<file path="src/rtl/cagnms_pkg.sv">
// Package for the class-aware greedy NMS core: sizes, entry layout, sequencer states.
// Used by every RTL file of the block but the generic memory; depends on nothing.
`default_nettype none

package cagnms_pkg;

    // Store depth and the cap on kept items per set.
    localparam int MAX_BOXES = 64;
    localparam int OUT_LIMIT = 64;
    localparam int IDX_W     = $clog2(MAX_BOXES);
    localparam int CNT_W     = $clog2(MAX_BOXES + 1);
    localparam int NK_W      = $clog2(OUT_LIMIT + 1);

    // Field widths.
    localparam int CLS_W   = 5;
    localparam int SCORE_W = 16;
    localparam int COORD_W = 12;
    localparam int THR_W   = 16;

    // Overlap arithmetic widths.
    localparam int EXT_W   = 13;  // overlap extent, at most 4096
    localparam int AREA_W  = 24;  // w*h of one box
    localparam int OVER_W  = 25;  // intersection area, at most 2^24
    localparam int UNI_W   = 27;  // signed union area
    localparam int MUL_A_W = 16;
    localparam int MUL_B_W = 26;
    localparam int PROD_W  = MUL_A_W + MUL_B_W;

    // Configuration port.
    localparam int APB_DATA_W = 32;
    localparam int PADDR_W    = 3;
    localparam int REG_IDX_W  = PADDR_W - 2;
    localparam logic [REG_IDX_W-1:0] REG_THRESHOLD = '0;
    localparam logic [THR_W-1:0]     THR_RESET     = 16'd19661;

    // One stored detection.
    typedef struct packed {
        logic [CLS_W-1:0]          cls;
        logic [SCORE_W-1:0]        score;
        logic signed [COORD_W-1:0] x;
        logic signed [COORD_W-1:0] y;
        logic [COORD_W-1:0]        w;
        logic [COORD_W-1:0]        h;
    } t_entry;

    localparam int ENTRY_W = $bits(t_entry);
    localparam int KEPT_W  = ENTRY_W + 1;

    // Main sequencer.
    typedef enum logic [3:0] {
        S_IDLE,
        S_INS_RD,
        S_INS_CMP,
        S_INS_END,
        S_A_RD,
        S_A_LD,
        S_B_RD,
        S_B_CHK,
        S_IOU,
        S_FLUSH
    } t_state;

    // Steps of the shared overlap unit.
    typedef enum logic [2:0] {
        IOU_IDLE,
        IOU_EXT,
        IOU_OVER,
        IOU_AREA_A,
        IOU_AREA_B,
        IOU_UNION,
        IOU_THR,
        IOU_CMP
    } t_iou_step;

    // Result of one overlap test.
    typedef struct packed {
        logic done;
        logic hit;
    } t_iou_res;

endpackage

`default_nettype wire

</file>
<file path="src/rtl/cagnms_cfg.sv">
// APB-style register file holding the overlap threshold.
// Depends on cagnms_pkg for the register map and reset value.
`default_nettype none

module cagnms_cfg import cagnms_pkg::*; (
    input  wire logic                  i_clk,
    input  wire logic                  i_rst_n,
    input  wire logic                  psel,
    input  wire logic                  penable,
    input  wire logic                  pwrite,
    input  wire logic [PADDR_W-1:0]    paddr,
    input  wire logic [APB_DATA_W-1:0] pwdata,
    output logic      [APB_DATA_W-1:0] prdata,
    output logic                       pready,
    output logic      [THR_W-1:0]      o_threshold
);

    logic [THR_W-1:0]     r_thr;
    logic [REG_IDX_W-1:0] reg_idx;
    logic                 wr_hit;

    assign pready  = 1'b1;
    assign reg_idx = paddr[PADDR_W-1:2];
    assign wr_hit  = psel && penable && pwrite && pready && (reg_idx == REG_THRESHOLD);

    // Threshold register.
    always_ff @(posedge i_clk) begin
        if (!i_rst_n) begin
            r_thr <= THR_RESET;
        end else if (wr_hit) begin
            r_thr <= pwdata[THR_W-1:0];
        end
    end

    // Read decode.
    always_comb begin
        unique case (reg_idx)
            REG_THRESHOLD: prdata = {{(APB_DATA_W-THR_W){1'b0}}, r_thr};
            default:       prdata = '0;
        endcase
    end

    assign o_threshold = r_thr;

endmodule

`default_nettype wire

</file>
<file path="config.mk">
export PLATFORM = sky130hd
export DESIGN_NAME = cagnms_cfg
export DESIGN_NICKNAME = d
export VERILOG_FILES = /design/src/rtl/cagnms_pkg.sv /design/src/rtl/cagnms_cfg.sv
export SDC_FILE = /design/constraint.sdc
export NUM_CORES = 1
export LEC_CHECK = 0
export BUFFER_PORTS_ARGS = -buffer_cell sky130_fd_sc_hd__buf_4
export CAP_MARGIN = 20
export CORE_UTILIZATION = 36
export DETAILED_ROUTE_END_ITERATION = 12
export PLACE_DENSITY = 0.83
export SLEW_MARGIN = 20
export SYNTH_ARGS = -nofsm -noshare
export SYNTH_HDL_FRONTEND = slang
export SYNTH_SLANG_ARGS = --single-unit
export TNS_END_PERCENT = 50
</file>
<file path="constraint.sdc">
create_clock -name i_clk -period 1.1 [get_ports i_clk]
set_input_delay 0.11 -clock i_clk [delete_from_list [all_inputs] [get_ports i_clk]]
set_output_delay 0.11 -clock i_clk [all_outputs]
set_load 0.01 [all_outputs]
</file>
==> flow_metrics.env <==
export IMPL_synth_compound_area_share_pct=0
export IMPL_cts_tree="yes"
export IMPL_ys_seq_area_share_pct=33.8
export IMPL_layout_nets=198
export IMPL_die_area_um2=2840
export IMPL_avgViaCountPerCell=4.23
export IMPL_grt_total_usage_pct=13.6
export IMPL_clock_skew_ns=0
export IMPL_path_class="register to output pin"
export IMPL_synthSimpleGateAreaFrac_pct=30.1
export IMPL_synth_seq_cells=16
export IMPL_leakagePower_nw=0.611
export IMPL_rows=18
export IMPL_grt_pass1_vias=628
export IMPL_preCtsSetupSlack_ns=0.101
export IMPL_cts_sinks=16
export IMPL_coreArea_um2=2480
export IMPL_synth_cell_types=11
export IMPL_cts_resized=0
export IMPL_start_util_pct=38.2
export IMPL_ys_top_cells_by_area="dfxtp_1 34%, nor2b_1 17%, mux2i_1 17%"
export IMPL_die_y_um=53.3
export IMPL_vias=787
export IMPL_netlist_instances=106
export IMPL_drt_first_pass_iters=3
export IMPL_placement_io_buffers=53
export IMPL_synth_area_mux_share_pct=16.9
export IMPL_synth_top_cell_by_area="dfxtp_1"
export IMPL_post_route_period_util_pct=94.9
export IMPL_clockRootBuffer="clkbuf_4"
export IMPL_crit_fanout=3
export IMPL_synthXorXnorAreaFrac_pct=0
export IMPL_arrival_ns=0.93
export IMPL_largest_reg_flops=16
export IMPL_layout_drive_gt1_share_pct=43.6
export IMPL_post_cts_buffers=0
export IMPL_setup_viol_count_final=0
export IMPL_worstPathRequired_ns=0.99
export IMPL_grt_start_max_net_pins=33
export IMPL_holdWs_ns=0.0813
export IMPL_htree_levels=1
export IMPL_dpl_hpwl_mm=1.45
export IMPL_routed_wl_mm=1.96
export IMPL_io_pins=89
export IMPL_synth_top_family_by_area="simple AND/OR/NAND/NOR gates"
export IMPL_cts_buffer_depth=2
export IMPL_p_per_area_nw_per_um2=867
export IMPL_grt_setup_unrepaired="no"
export IMPL_synth_top_area_share_pct=33.8
export IMPL_fmax_ghz=0.958
export IMPL_grt_ovfl_total=0
export IMPL_cts_hold_buf=0
export IMPL_cap_viol_max_count=0
export IMPL_worstSkewPairLatency_ns=0.27
export IMPL_ir_drop_mv=0.545
export IMPL_drc=0
export IMPL_drv_slew=0
export IMPL_setup_tns_ns=0
export IMPL_run_status="finished, final reports clean"
export IMPL_setup_slack_ns=0.0561
export IMPL_synth_adder_area_share_pct=0
export IMPL_die_w_um=53.3
export IMPL_area_growth_pct=39.4
export IMPL_grt_pass1_wl_mm=2.74
export IMPL_end_kind="output pin"
export IMPL_cts_clk_slew_worst_paths_ns=0.09
export IMPL_wl_per_cell_um=10.5
export IMPL_fill_cells=245
export IMPL_fin_crit_ns=1.04
export IMPL_syn_cell_area_um2=947
export IMPL_place_congestion=0.561
export IMPL_drtIter0Drc=3
export IMPL_hold_path_class="input pin to register"
export IMPL_multi_input_area_um2=509
export IMPL_ant_nets=0
export IMPL_power_mw=1.14
export IMPL_insertedDiodeCount=0
export IMPL_hold_viol=0
export IMPL_antenna_found_initial=0
export IMPL_syn_avg_cell_area_um2=8.94
export IMPL_seqCellArea_um2=325
export IMPL_startpoint_type="register"
export IMPL_cts_buffers=3
export IMPL_ys_warn_count=0
## power by group
| part | switching (mW) | internal, mW |
|---|---|---|
| combinational | 0.114 | 0.132 |
| clock | 0.171 | 0.127 |
| sequential | 0.00892 | 0.592 |
## cells in the final DEF, fill, tap and decap left out
master    count
and4b_1       1
nand2_1      16
dfxtp_1      12
dfxtp_2       4
buf_12        1
buf_4        54
nor2b_1      26
conb_1       17
and2b_2       6
mux2i_1      16
clkbuf_4      3
## stage by stage
stage / cell area (µm²) / utilization (%) / instances
after detailed placement: 1290 / 52.2 / 183
after floorplan: 1000 / - / 121
after global routing: 1320 / 53.3 / 186
after CTS: 1320 / 53.1 / 186
after global placement: 1290 / 52.2 / 183
final: 1320 / 53.3 / 186
## cells by family after synthesis
logic type | count (synthesis)
AND/OR/NAND/NOR | 49
multiplexers | 16
other | 2
buffers and inverters | 23
flip-flops | 16
## area by class of cell
class / instances / area share (%)
clock buffers: 3 / 1.71
flip-flops and latches: 16 / 24.6
well taps: 30 / 2.84
multi-input cells: 82 / 38.6
repair buffers: 55 / 32.2
## worst paths after layout
path	startpoint	to	slack [ns]	cells after the start
worst min-delay path	pwdata[13]	o_threshold[13]	0.08	3
worst max-delay path	o_threshold[3]	prdata[3]	0.06	2
worst min register to register	o_threshold[9]	o_threshold[9]	0.47	2
worst max register to register	o_threshold[11]	o_threshold[11]	0.49	2
## metal layers
| metal | track usage (%) | up-vias | wire length [µm] |
|---|---|---|---|
| li1 | - | 396 | - |
| met1 | 15.0 | 349 | 833 |
| met2 | 23.3 | 40 | 938 |
| met3 | 2.59 | 2 | 172 |
| met4 | 8.77 | 0 | 11 |
| met5 | 0 | - | 0 |
## Yosys cell counts
| cell type | n |
|---|---|
| nor2b_1 | 26 |
| buf_4 | 17 |
| dfxtp_1 | 16 |
| mux2i_1 | 16 |
| nand2_1 | 16 |
| and2b_2 | 6 |
| clkbuf_1 | 4 |
| conb_1 | 2 |
| and4b_1 | 1 |
| buf_12 | 1 |
| buf_6 | 1 |
## critical path: stages, from the launching register on
cell     delay (ns)
dfxtp_1        0.33
and2b_2        0.19
buf_4          0.14
(Power assumes the default switching activity.)
