[config.mk]
export PLATFORM = sky130hd
export DESIGN_NAME = cagnms_ram
export DESIGN_NICKNAME = d
export VERILOG_FILES = /design/src/rtl/cagnms_ram.sv
export SDC_FILE = /design/constraint.sdc
export NUM_CORES = 2
export LEC_CHECK = 0
export BUFFER_PORTS_ARGS = -buffer_cell sky130_fd_sc_hd__clkbuf_2
export CORE_ASPECT_RATIO = 1.4
export CORE_MARGIN = 2
export CORE_UTILIZATION = 50
export CTS_CLUSTER_DIAMETER = 120
export CTS_CLUSTER_SIZE = 14
export DETAILED_ROUTE_END_ITERATION = 12
export PLACE_DENSITY_LB_ADDON = 0.15
export SYNTH_ARGS = -nofsm -noshare
export SYNTH_HDL_FRONTEND = slang
export SYNTH_MEMORY_MAX_BITS = 65536
export SYNTH_SLANG_ARGS = --single-unit
[constraint.sdc]
create_clock -name i_clk -period 10.68 [get_ports i_clk]
set_clock_uncertainty 0.1 [all_clocks]
set_input_delay 2.136 -clock i_clk [delete_from_list [all_inputs] [get_ports i_clk]]
set_output_delay 2.136 -clock i_clk [all_outputs]
set_load 0.03 [all_outputs]
[src/rtl/cagnms_ram.sv]
// Generic single-write, single-read memory with a registered read port.
// Holds the sorted detection store; no dependencies.
`default_nettype none

module cagnms_ram #(
    parameter int DATA_W = 69,
    parameter int DEPTH  = 64,
    parameter int ADDR_W = $clog2(DEPTH)
) (
    input  wire logic              i_clk,
    input  wire logic              i_wr_en,
    input  wire logic [ADDR_W-1:0] i_wr_addr,
    input  wire logic [DATA_W-1:0] i_wr_data,
    input  wire logic              i_rd_en,
    input  wire logic [ADDR_W-1:0] i_rd_addr,
    output logic      [DATA_W-1:0] o_rd_data
);

    logic [DATA_W-1:0] r_mem [DEPTH];

    // Write port.
    always_ff @(posedge i_clk) begin
        if (i_wr_en) begin
            r_mem[i_wr_addr] <= i_wr_data;
        end
    end

    // Read port; data holds while no read is issued.
    always_ff @(posedge i_clk) begin
        if (i_rd_en) begin
            o_rd_data <= r_mem[i_rd_addr];
        end
    end

endmodule

`default_nettype wire

==> load_flow_metrics.sql <==
INSERT INTO impl_metrics (metric_group, metric, value, unit) VALUES
('yosys', 'synth_seq_area_share', '0.799', ''),
('worst_setup_path', 'worst_path_most_repeated_cell', 'sky130_fd_sc_hd__buf_4', ''),
('job', 'max_cap_viol_count', '0', ''),
('detailed_routing', 'dr_total_vias', '82078', ''),
('die', 'ios', '153', ''),
('yosys', 'synth.largest_area_cell', 'sky130_fd_sc_hd__edfxtp_1', ''),
('global_routing', 'grt_antenna_before_repair', '36', ''),
('yosys', 'ys_top_cells_by_area', 'sky130_fd_sc_hd__edfxtp_1 (80%), sky130_fd_sc_hd__mux4_2 (15%), sky130_fd_sc_hd__a22oi_1 (1.2%)', ''),
('placement', 'numPortBuffers', '152', ''),
('worst_setup_path', 'critical_path_class', 'in -> reg', ''),
('final_layout', 'post_route_cells_drive_above_1_share', '0.266', ''),
('timing', 'min_period_over_period', '0.480', ''),
('yosys', 'synth_most_common_cell', 'sky130_fd_sc_hd__edfxtp_1', ''),
('pwr', 'power.net_switching', '0.00706', 'W'),
('worst_hold_path', 'timing.hold.worst.class', 'reg -> reg', ''),
('timing', 'rsz0062_at_grt', 'false', ''),
('timing', 'timing_worst_slew_pin_value', '1.36', 'ns'),
('yosys', 'synthesis.area', '0.169', 'mm²'),
('placement', 'place_inst', '11434', ''),
('yosys', 'yosys_warnings', '0', ''),
('worst_setup_path', 'critPathRequiredTime', '11.24', 'ns'),
('global_routing', 'grt_pass1_vias', '82368', ''),
('worst_setup_path', 'worst_reg2reg_path_endpoint', 'o_rd_data[19]', ''),
('worst_hold_path', 'holdPathStages', '4', ''),
('worst_setup_path', 'reg2reg_setup_slack', '8.43', 'ns'),
('timing', 'final_period_minus_worst_setup_slack', '5.12', 'ns'),
('timing', 'finalSetupViolations', '0', ''),
('timing', 'fmax', '0.195', 'GHz'),
('yosys', 'synth_edf_count', '4485', ''),
('pwr', 'internal_power', '0.0263', 'W'),
('final_layout', 'seq_area', '0.135', 'mm²'),
('die', 'area_of_the_die', '0.342', 'mm²'),
('final_layout', 'areaGrowthSynthToFinish', '9.83', '%'),
('worst_setup_path', 'cp_top_delay_family', 'buffers and inverters', ''),
('final_layout', 'fin_cells', '11826', ''),
('yosys', 'synth_largest_type_area_fraction', '0.799', ''),
('detailed_routing', 'drc', '0', ''),
('die', 'fp.dieH', '691', 'µm'),
('global_routing', 'wire_length_of_the_first_global_routing_pass', '691', 'mm'),
('yosys', 'synth.lib_cells_used.distinct', '27', ''),
('global_routing', 'grtUsageTotal', '0.297', ''),
('yosys', 'synth.cells.most_frequent', 'sky130_fd_sc_hd__edfxtp_1 (4,485), sky130_fd_sc_hd__mux4_2 (1,104), sky130_fd_sc_hd__a22oi_1 (276), sky130_fd_sc_hd__buf_2 (191), sky130_fd_sc_hd__clkbuf_1 (143)', ''),
('global_routing', 'grt_max_degree', '132', ''),
('worst_hold_path', 'hold_path_end', 'o_rd_data[46]', ''),
('worst_setup_path', 'crit_chain', 'buf_4, buf_4, and2_4, buf_4, buf_4, a211oi_1, o211a_1', ''),
('detailed_routing', 'final_antenna_net_count', '0', ''),
('detailed_routing', 'drt-pass1-iter-count', '5', ''),
('detailed_routing', 'route.detailed.wl_per_inst', '43.0', 'µm'),
('run_status', 'status', 'complete, no violations', ''),
('clocking', 'clock_latency_at_the_later_pin_of_the_worst_skew_pair', '0.93', 'ns'),
('worst_setup_path', 'cp_data_arrival_time', '5.69', 'ns'),
('worst_hold_path', 'hold_path.startpoint', 'r_mem[6][46]', ''),
('worst_setup_path', 'r2r_cells', '4', ''),
('clocking', 'cts_made_buffers', '362', ''),
('worst_setup_path', 'reg2reg_from', 'r_mem[14][19]', ''),
('global_routing', 'grt_overflow_total', '0', ''),
('die', 'design.core.area', '0.336', 'mm²'),
('pwr', 'static-leakage-power', '56.5', 'nW'),
('clocking', 'cts_resized', '0', ''),
('pwr', 'power', '0.0333', 'W'),
('pwr', 'share_of_total_power_consumed_by_net_switching', '0.212', ''),
('final_layout', 'n_fill_cell', '24965', ''),
('clocking', 'numClockSinks', '4485', ''),
('yosys', 'synth.ff_latch_count', '4485', ''),
('pwr', 'power_per_cell_area', '180', 'mW/mm²'),
('detailed_routing', 'wirelength', '509', 'mm'),
('pwr', 'power_frac_clock', '0.360', ''),
('yosys', 'syn_nets', '7089', ''),
('clocking', 'post_cts_buffers', '0', ''),
('yosys', 'postSynthCellCount', '7005', ''),
('placement', 'detailedPlacementHpwl', '263', 'mm');
## flip-flops by register name, summed over array words and instances, names as in the netlist
register,count
o_rd_data,69
r_mem,4416
## worst max-delay path by stage
| stage | slack, ns | start | end | cells after the start |
|---|---|---|---|---|
| 2_1_floorplan | 2.66 | i_wr_addr[3] | r_mem[48][0] | 4 |
| 3_3_place_gp | 4.72 | i_wr_en | r_mem[44][58] | 6 |
| 3_5_place_dp | 4.74 | i_rd_addr[4] | o_rd_data[18] | 7 |
| 4_1_cts | 5.71 | i_rd_addr[4] | o_rd_data[18] | 7 |
| 5_1_grt | 5.62 | i_rd_addr[0] | o_rd_data[24] | 7 |
| 6_report | 5.56 | i_rd_addr[4] | o_rd_data[18] | 7 |
## kinds of logic after synthesis
group	after synthesis	synth area share
buffers and inverters	400	0.0113
multiplexers	1209	0.154
AND/OR/NAND/NOR	308	0.00893
flip-flops	4485	0.799
AO/OA/AOI/OAI	603	0.0272
## through the flow
step	setup slack, ns	instance area, µm²	util	hold slack, ns
after floorplan	2.66	169000	-	0.756
after global placement	4.72	176000	0.523	0.799
after detailed placement	4.74	176000	0.523	0.796
after CTS	5.71	185000	0.551	0.793
after global routing	5.62	185000	0.551	0.844
final	5.56	185000	0.551	0.789
## final cells by class
type | instances | area share
Clock inverter | 8 | 0.000480
Timing Repair Buffer | 384 | 0.0157
Tap cell | 4445 | 0.0300
Multi-Input combinational cell | 2120 | 0.176
Antenna cell | 11 | 0.000149
Clock buffer | 373 | 0.0503
Sequential cell | 4485 | 0.727
## metal layers
metal / wire, µm / vias up / GRT usage
li1: - / 30879 / -
met1: 188000 / 45573 / 0.407
met2: 254000 / 4812 / 0.488
met3: 47900 / 804 / 0.0524
met4: 18200 / 10 / 0.0952
met5: 62 / - / 0
## tightest hold or removal path, stage by stage (launching register included)
cell and delay, ns:
sky130_fd_sc_hd__edfxtp_1 0.32, sky130_fd_sc_hd__mux4_2 0.22, sky130_fd_sc_hd__a22oi_1 0.06, sky130_fd_sc_hd__nand3_1 0.08
sky130_fd_sc_hd__o211a_1 0.15
## power by group through the flow
stage	Combinational (W)	Sequential (W)	Clock [W]
after global routing	0.00180	0.0196	0.0127
after global placement	0.00169	0.0200	0
after detailed placement	0.00172	0.0200	0
after CTS	0.00172	0.0196	0.0121
final	0.00171	0.0196	0.0120
after floorplan	0.000895	0.0200	0
## layout by cell type, fill, tap and decap left out, types with 2 or more instances in the layout
cell type | synthesis | final
sky130_fd_sc_hd__buf_12 | 0 | 30
sky130_fd_sc_hd__and2_4 | 0 | 2
sky130_fd_sc_hd__clkbuf_16 | 0 | 372
sky130_fd_sc_hd__nor2_1 | 117 | 53
sky130_fd_sc_hd__nor3_2 | 0 | 2
sky130_fd_sc_hd__buf_8 | 0 | 2
sky130_fd_sc_hd__inv_6 | 0 | 6
sky130_fd_sc_hd__nand2b_1 | 9 | 3
sky130_fd_sc_hd__nor2b_4 | 0 | 5
sky130_fd_sc_hd__or3b_2 | 3 | 3
sky130_fd_sc_hd__nand2_2 | 0 | 2
sky130_fd_sc_hd__o211a_1 | 69 | 69
sky130_fd_sc_hd__mux2i_1 | 105 | 105
sky130_fd_sc_hd__diode_2 | 0 | 11
sky130_fd_sc_hd__edfxtp_1 | 4485 | 4485
sky130_fd_sc_hd__nand3_1 | 121 | 120
sky130_fd_sc_hd__nand3b_1 | 27 | 27
sky130_fd_sc_hd__nor2_4 | 0 | 64
sky130_fd_sc_hd__buf_4 | 42 | 204
sky130_fd_sc_hd__a211oi_1 | 69 | 69
sky130_fd_sc_hd__o221ai_1 | 51 | 51
sky130_fd_sc_hd__nand2b_4 | 0 | 2
sky130_fd_sc_hd__mux4_2 | 1104 | 1104
sky130_fd_sc_hd__nor2b_1 | 9 | 4
sky130_fd_sc_hd__a22oi_1 | 276 | 276
sky130_fd_sc_hd__o22ai_1 | 138 | 138
sky130_fd_sc_hd__nand4_1 | 2 | 2
sky130_fd_sc_hd__or3_1 | 3 | 2
sky130_fd_sc_hd__nand2b_2 | 0 | 4
sky130_fd_sc_hd__clkbuf_2 | 0 | 147
sky130_fd_sc_hd__nand2_1 | 8 | 5
(Power assumes the default switching activity.)
