--- config.mk ---
export PLATFORM = sky130hd
export DESIGN_NAME = cagnms_iou
export DESIGN_NICKNAME = d
export VERILOG_FILES = /design/src/rtl/cagnms_pkg.sv /design/src/rtl/cagnms_iou.sv
export SDC_FILE = /design/constraint.sdc
export NUM_CORES = 2
export LEC_CHECK = 0
export CORE_UTILIZATION = 65
export CTS_CLUSTER_DIAMETER = 120
export DETAILED_ROUTE_END_ITERATION = 10
export DONT_BUFFER_PORTS = 1
export PLACE_DENSITY = 0.81
export REMOVE_ABC_BUFFERS = 1
export SYNTH_ARGS = -nofsm -noshare
export SYNTH_HDL_FRONTEND = slang
export SYNTH_SLANG_ARGS = --single-unit
--- constraint.sdc ---
create_clock -name i_clk -period 9.05 [get_ports i_clk]
set_input_delay 0 -clock i_clk [delete_from_list [all_inputs] [get_ports i_clk]]
set_output_delay 0 -clock i_clk [all_outputs]
set_load 0.005 [all_outputs]
--- src/rtl/cagnms_pkg.sv ---
// Package for the class-aware greedy NMS core: sizes, entry layout, sequencer states.
// Used by every RTL file of the block but the generic memory; depends on nothing.
`default_nettype none

package cagnms_pkg;

    // Store depth and the cap on kept items per set.
    localparam int MAX_BOXES = 64;
    localparam int OUT_LIMIT = 64;
    localparam int IDX_W     = $clog2(MAX_BOXES);
    localparam int CNT_W     = $clog2(MAX_BOXES + 1);
    localparam int NK_W      = $clog2(OUT_LIMIT + 1);

    // Field widths.
    localparam int CLS_W   = 5;
    localparam int SCORE_W = 16;
    localparam int COORD_W = 12;
    localparam int THR_W   = 16;

    // Overlap arithmetic widths.
    localparam int EXT_W   = 13;  // overlap extent, at most 4096
    localparam int AREA_W  = 24;  // w*h of one box
    localparam int OVER_W  = 25;  // intersection area, at most 2^24
    localparam int UNI_W   = 27;  // signed union area
    localparam int MUL_A_W = 16;
    localparam int MUL_B_W = 26;
    localparam int PROD_W  = MUL_A_W + MUL_B_W;

    // Configuration port.
    localparam int APB_DATA_W = 32;
    localparam int PADDR_W    = 3;
    localparam int REG_IDX_W  = PADDR_W - 2;
    localparam logic [REG_IDX_W-1:0] REG_THRESHOLD = '0;
    localparam logic [THR_W-1:0]     THR_RESET     = 16'd19661;

    // One stored detection.
    typedef struct packed {
        logic [CLS_W-1:0]          cls;
        logic [SCORE_W-1:0]        score;
        logic signed [COORD_W-1:0] x;
        logic signed [COORD_W-1:0] y;
        logic [COORD_W-1:0]        w;
        logic [COORD_W-1:0]        h;
    } t_entry;

    localparam int ENTRY_W = $bits(t_entry);
    localparam int KEPT_W  = ENTRY_W + 1;

    // Main sequencer.
    typedef enum logic [3:0] {
        S_IDLE,
        S_INS_RD,
        S_INS_CMP,
        S_INS_END,
        S_A_RD,
        S_A_LD,
        S_B_RD,
        S_B_CHK,
        S_IOU,
        S_FLUSH
    } t_state;

    // Steps of the shared overlap unit.
    typedef enum logic [2:0] {
        IOU_IDLE,
        IOU_EXT,
        IOU_OVER,
        IOU_AREA_A,
        IOU_AREA_B,
        IOU_UNION,
        IOU_THR,
        IOU_CMP
    } t_iou_step;

    // Result of one overlap test.
    typedef struct packed {
        logic done;
        logic hit;
    } t_iou_res;

endpackage

`default_nettype wire

--- src/rtl/cagnms_iou.sv ---
// Multi-cycle overlap test built around one shared multiplier.
// Depends on cagnms_pkg for the entry layout, widths and step codes.
`default_nettype none

module cagnms_iou import cagnms_pkg::*; (
    input  wire logic             i_clk,
    input  wire logic             i_rst_n,
    input  wire logic             i_start,
    input  t_entry                i_a,
    input  t_entry                i_b,
    input  wire logic [THR_W-1:0] i_thr,
    output t_iou_res              o_res
);

    t_iou_step                r_step, n_step;
    t_entry                   r_b;
    logic [EXT_W-1:0]         r_ow, r_oh;
    logic [OVER_W-1:0]        r_over;
    logic [AREA_W-1:0]        r_aa, r_ab;
    logic signed [UNI_W-1:0]  r_uni;
    logic [PROD_W-1:0]        r_prod;
    logic [MUL_A_W-1:0]       op_a;
    logic [MUL_B_W-1:0]       op_b;
    logic [PROD_W-1:0]        prod;
    logic                     uni_le_zero;

    // Inclusive overlap extent along one axis, clamped at zero.
    function automatic logic [EXT_W-1:0] f_extent(
        input logic signed [COORD_W-1:0] p0,
        input logic [COORD_W-1:0]        l0,
        input logic signed [COORD_W-1:0] p1,
        input logic [COORD_W-1:0]        l1
    );
        logic signed [COORD_W+1:0] e0, e1, lo, hi, s0, s1;
        logic signed [COORD_W+2:0] d;
        s0 = $signed({{2{p0[COORD_W-1]}}, p0});
        s1 = $signed({{2{p1[COORD_W-1]}}, p1});
        e0 = s0 + $signed({2'b00, l0});
        e1 = s1 + $signed({2'b00, l1});
        lo = (e0 < e1) ? e0 : e1;
        hi = (s0 > s1) ? s0 : s1;
        d  = $signed({lo[COORD_W+1], lo}) - $signed({hi[COORD_W+1], hi})
             + $signed((COORD_W+3)'(1));
        return (d > 0) ? d[EXT_W-1:0] : '0;
    endfunction

    // Operand selection for the shared multiplier.
    always_comb begin
        case (r_step)
            IOU_OVER: begin
                op_a = MUL_A_W'(r_ow);
                op_b = MUL_B_W'(r_oh);
            end
            IOU_AREA_A: begin
                op_a = MUL_A_W'(i_a.w);
                op_b = MUL_B_W'(i_a.h);
            end
            IOU_AREA_B: begin
                op_a = MUL_A_W'(r_b.w);
                op_b = MUL_B_W'(r_b.h);
            end
            IOU_THR: begin
                op_a = i_thr;
                op_b = r_uni[MUL_B_W-1:0];
            end
            default: begin
                op_a = '0;
                op_b = '0;
            end
        endcase
    end

    assign prod        = PROD_W'(op_a) * PROD_W'(op_b);
    assign uni_le_zero = r_uni[UNI_W-1] || (r_uni == '0);

    // Step sequencing.
    always_comb begin
        n_step = r_step;
        unique case (r_step)
            IOU_IDLE:   if (i_start) n_step = IOU_EXT;
            IOU_EXT:    n_step = IOU_OVER;
            IOU_OVER:   n_step = IOU_AREA_A;
            IOU_AREA_A: n_step = IOU_AREA_B;
            IOU_AREA_B: n_step = IOU_UNION;
            IOU_UNION:  n_step = IOU_THR;
            IOU_THR:    n_step = uni_le_zero ? IOU_IDLE : IOU_CMP;
            IOU_CMP:    n_step = IOU_IDLE;
            default:    n_step = IOU_IDLE;
        endcase
    end

    // Result: a degenerate union suppresses on any overlap, else cross-multiplied compare.
    always_comb begin
        o_res = '0;
        unique case (r_step)
            IOU_THR: begin
                o_res.done = uni_le_zero;
                o_res.hit  = uni_le_zero && (r_over != '0);
            end
            IOU_CMP: begin
                o_res.done = 1'b1;
                o_res.hit  = {1'b0, r_over, 16'b0} > r_prod;
            end
            default: o_res = '0;
        endcase
    end

    always_ff @(posedge i_clk) begin
        if (!i_rst_n) begin
            r_step <= IOU_IDLE;
        end else begin
            r_step <= n_step;
        end
    end

    // Datapath registers, at most one product per step.
    always_ff @(posedge i_clk) begin
        if (r_step == IOU_IDLE && i_start) begin
            r_b <= i_b;
        end
        if (r_step == IOU_EXT) begin
            r_ow <= f_extent(i_a.x, i_a.w, r_b.x, r_b.w);
            r_oh <= f_extent(i_a.y, i_a.h, r_b.y, r_b.h);
        end
        if (r_step == IOU_OVER) begin
            r_over <= prod[OVER_W-1:0];
        end
        if (r_step == IOU_AREA_A) begin
            r_aa <= prod[AREA_W-1:0];
        end
        if (r_step == IOU_AREA_B) begin
            r_ab <= prod[AREA_W-1:0];
        end
        if (r_step == IOU_UNION) begin
            r_uni <= $signed(UNI_W'(r_aa)) + $signed(UNI_W'(r_ab)) - $signed(UNI_W'(r_over));
        end
        if (r_step == IOU_THR) begin
            r_prod <= prod;
        end
    end

endmodule

`default_nettype wire

==> results by group <==
Setup path
  • Endpoint class of the critical path: flop
  • Worst EP required: 9450 ps
  • Max Fanout on Critical Path: 31
  • Crit path kind: reg2reg
  • Setup slack, reg-to-reg: around 630 ps
  • Startpoint class of the critical path: flop
  • Worst Path Arrival: 8820 ps
  • Worst R2R Start: r_step[1]
  • Worst Setup SP: r_step[1]

Die
  • Core area: 43200 sq um
  • Die height: 212 um
  • Num rows: 76
  • Die ar.: 44800 sq um
  • Die width: between 200 and 250 um
  • Starting Density: between 60% and 70%
  • Ports: 159

Route
  • WL/cell: 21.5 um
  • Drt initial violations: 1721
  • DRC: 0
  • Post-Route WL: 77.9 mm
  • Drt pass-1 iters: 7
  • Via count: about 22000
  • Post-route ant nets: 0
  • Via density: 6.16

Pwr
  • Leakage: around 14 nW
  • Pwr dens: 138 nW/um^2
  • Sw power: 1.64 mW
  • Switching Share: 38.7%
  • Final Total Pwr: 4.24 mW
  • Int Pwr: 2.60 mW
  • Clock share of power: around 22%
  • Gate power share: 47.2%
  • Reg power frac: about 31%
  • Peak supply drop: 205 uV

STA
  • Minimum clock period: 8420 ps
  • Final Max Slew Viols: 0
  • Fmax: 119 MHz
  • Worst clock skew: 23.6 ps
  • Crit share post-route: approximately 93%
  • RSZ-0062 raised after global routing: false
  • Final setup fails: 0
  • Relative slew slack: 20.8%
  • Tightest Pin Transition: 1190 ps
  • Setup TNS: 0 ps
  • Hold Violations, Final: 0

Yosys
  • Synth Register Bits: 218
  • Ys flop type: edfxtp_1
  • Mapped Cells: around 3000
  • Post-synth ARST share: 0%
  • Yosys cell types: 75
  • Post-Syn Area per Cell: 9.60 sq um
  • Number of synthesized flops with an enable pin: 215
  • Syn Std Cell Area: 28500 sq um
  • Seq/Total Area, Yosys: 22.8%
  • Warnings from Yosys: 0

Clocking
  • CTS tree: built
  • H-tree depth: 1
  • Sink Count: 218
  • Reg clk slew, reported paths: 70 ps
  • CTS root buf: clkbuf_16
  • Setup Buffers After CTS: 0
  • Max clock buf depth: 3
  • CTS buffer count: 23
  • Clk_lat worst skew: 560 ps

Place
  • Final GP Congestion: 0.951
  • Post-placement cell area: 29400 sq um
  • DP HPWL: 61.9 mm
  • PortBufs: 0

Global route
  • Initial antenna violation count: 1
  • Largest net degree at the start of global routing: 55
  • Gr ovfl total: 0
  • First-pass GRT wire length: roughly 120 mm
  • Total track usage: 36.4%
  • Vias in the first global route: 23900

Final layout
  • Layout cells sized above 1: 4.55%
  • Fin area: 30700 sq um
  • Finished Core Util: 71.0%
  • Nets@finish: 3859
  • Synth-to-layout area growth: 7.39%

Worst hold path
  • Worst hold path type: in2reg
  • Worst hold start: i_a[24]

Outcome
  • Outcome: completed

Job
  • Max-Cap Viols: 0
what timing repair did:
action | in CTS | in global routing
endpoints found under the hold margin | 52 | 0
hold buffers | 51 | 0
gates resized for setup | 0 | 0
endpoints found under the setup margin | 0 | 0
final cells by class:
type / instances / area [sq um]
multi-input cells: 2091 / 19600
fillers: 3131 / 12500
flip-flops and latches: 218 / 6520
inverters: 577 / 2170
repair buffers: 106 / 936
well taps: 585 / 732
clock buffers: 25 / 583
clock inverters: 14 / 143
diodes: 2 / 5.00
through the flow:
| stage | setup WS (ps) | instances | hold slack (ps) |
|---|---|---|---|
| floorplan | -189 | 2886 | 98.9 |
| global placement | 896 | 3526 | 98.9 |
| detailed placement | 765 | 3526 | 98.9 |
| global route | 278 | 3617 | 50.4 |
| CTS | 737 | 3616 | 1.31 |
| finish | 631 | 3618 | 14.1 |
power groups by stage:
stage	clock, mW	sequential, mW	combinational [mW]
6_report	0.938	1.30	2.00
5_1_grt	0.978	1.30	2.21
4_1_cts	0.944	1.29	1.96
3_5_place_dp	0	1.32	1.93
3_3_place_gp	0	1.31	1.84
2_1_floorplan	0	1.30	1.46
kinds of logic (layout without fill, tap and decap cells):
kind of cell | after synthesis | in the layout | synth area share, %
XOR/XNOR | 120 | 120 | 3.68
AO/OA/AOI/OAI | 440 | 440 | 10.8
adder cells (fa/ha/maj) | 685 | 685 | 39.6
multiplexers | 55 | 55 | 2.01
buffers and inverters | 663 | 722 | 8.76
AND/OR/NAND/NOR | 791 | 791 | 12.3
other | 0 | 2 | 0
flip-flops | 218 | 218 | 22.8
per-layer routing:
| layer | vias to the layer above | part of all wire [%] | global-route usage (%) |
|---|---|---|---|
| met1 | 11100 | 37 | 44.2 |
| li1 | 9893 | - | - |
| met3 | 267 | 9.4 | 7.36 |
| met4 | 0 | 5.6 | 17.9 |
| met2 | 1051 | 48 | 61.7 |
| met5 | - | 0 | 0 |
cells in the final DEF, fill, tap and decap left out, drive strengths merged, types with 26 or more instances in the layout:
cell / synthesis / routed
o21ai: 69 / 69
xor2: 44 / 44
buf: 11 / 55
inv: 577 / 579
ha: 321 / 321
fa: 364 / 364
mux2i: 37 / 37
and2: 29 / 29
dlygate4sd3: 0 / 51
a221o: 26 / 26
nor2: 237 / 237
edfxtp: 215 / 215
xnor2: 76 / 76
nor3: 32 / 32
a21oi: 111 / 111
a21o: 57 / 57
nand2: 335 / 335
a22o: 27 / 27
worst max-delay path, stage by stage (launching register included):
cell and delay [ps]:
dfxtp_1 610, nand2_1 170, nor2_4 710, buf_4 330
a221o_1 170, buf_4 390, nand2_1 150, fa_1 560
inv_1 60, fa_1 410, inv_1 100, fa_1 430
inv_1 100, fa_1 410, fa_1 490, inv_1 50
fa_1 540, inv_1 60, ha_1 380, and3_1 250
and4_1 220, a21oi_1 150, nand3_1 130, a311oi_2 520
o21ai_1 220, or4_1 430, nand4_1 150
final timing paths:
path | end | cells past startpoint
worst max-delay path | r_prod[34] | 26
worst min-delay path | r_oh[0] | 4
worst max register to register | r_prod[34] | 26
worst min register to register | r_uni[0] | 1
sequential cells by signal, summed over array words and instances (netlist names):
signal / count
r_ab: 24
r_ow: 13
r_uni: 26
r_prod: 42
r_step: 3
r_b: 48
r_oh: 13
r_over: 25
r_aa: 24
Yosys cell counts, types with 6 or more instances:
library cell    n  share of area, %
xnor2_1        76               2.3
fa_1          364                26
nand3_1        23              0.40
edfxtp_1      215                23
o31ai_1         6              0.16
a31oi_1        20              0.44
a21oi_1       111               1.9
ha_1          321                14
nor2b_1        20              0.44
mux2i_1        37               1.3
buf_2           9              0.16
a221oi_1       20              0.61
a21o_1         57               1.5
a221o_1        26              0.91
inv_1         577               7.6
a211oi_1       12              0.32
nand4_1        24              0.53
a22o_1         27              0.83
o21bai_1       15              0.39
nor4_1         17              0.37
nor3_1         31              0.54
mux2_2         18              0.71
and3_1         25              0.55
nor2_1        237               3.1
nand2b_1       17              0.37
xor2_1         44               1.4
and2_1         28              0.61
nand2_1       335               4.4
o21ai_0        64               1.1
clkbuf_1       74              0.97
o21a_1         20              0.53
Note: power is estimated with default switching activity, not from simulation.
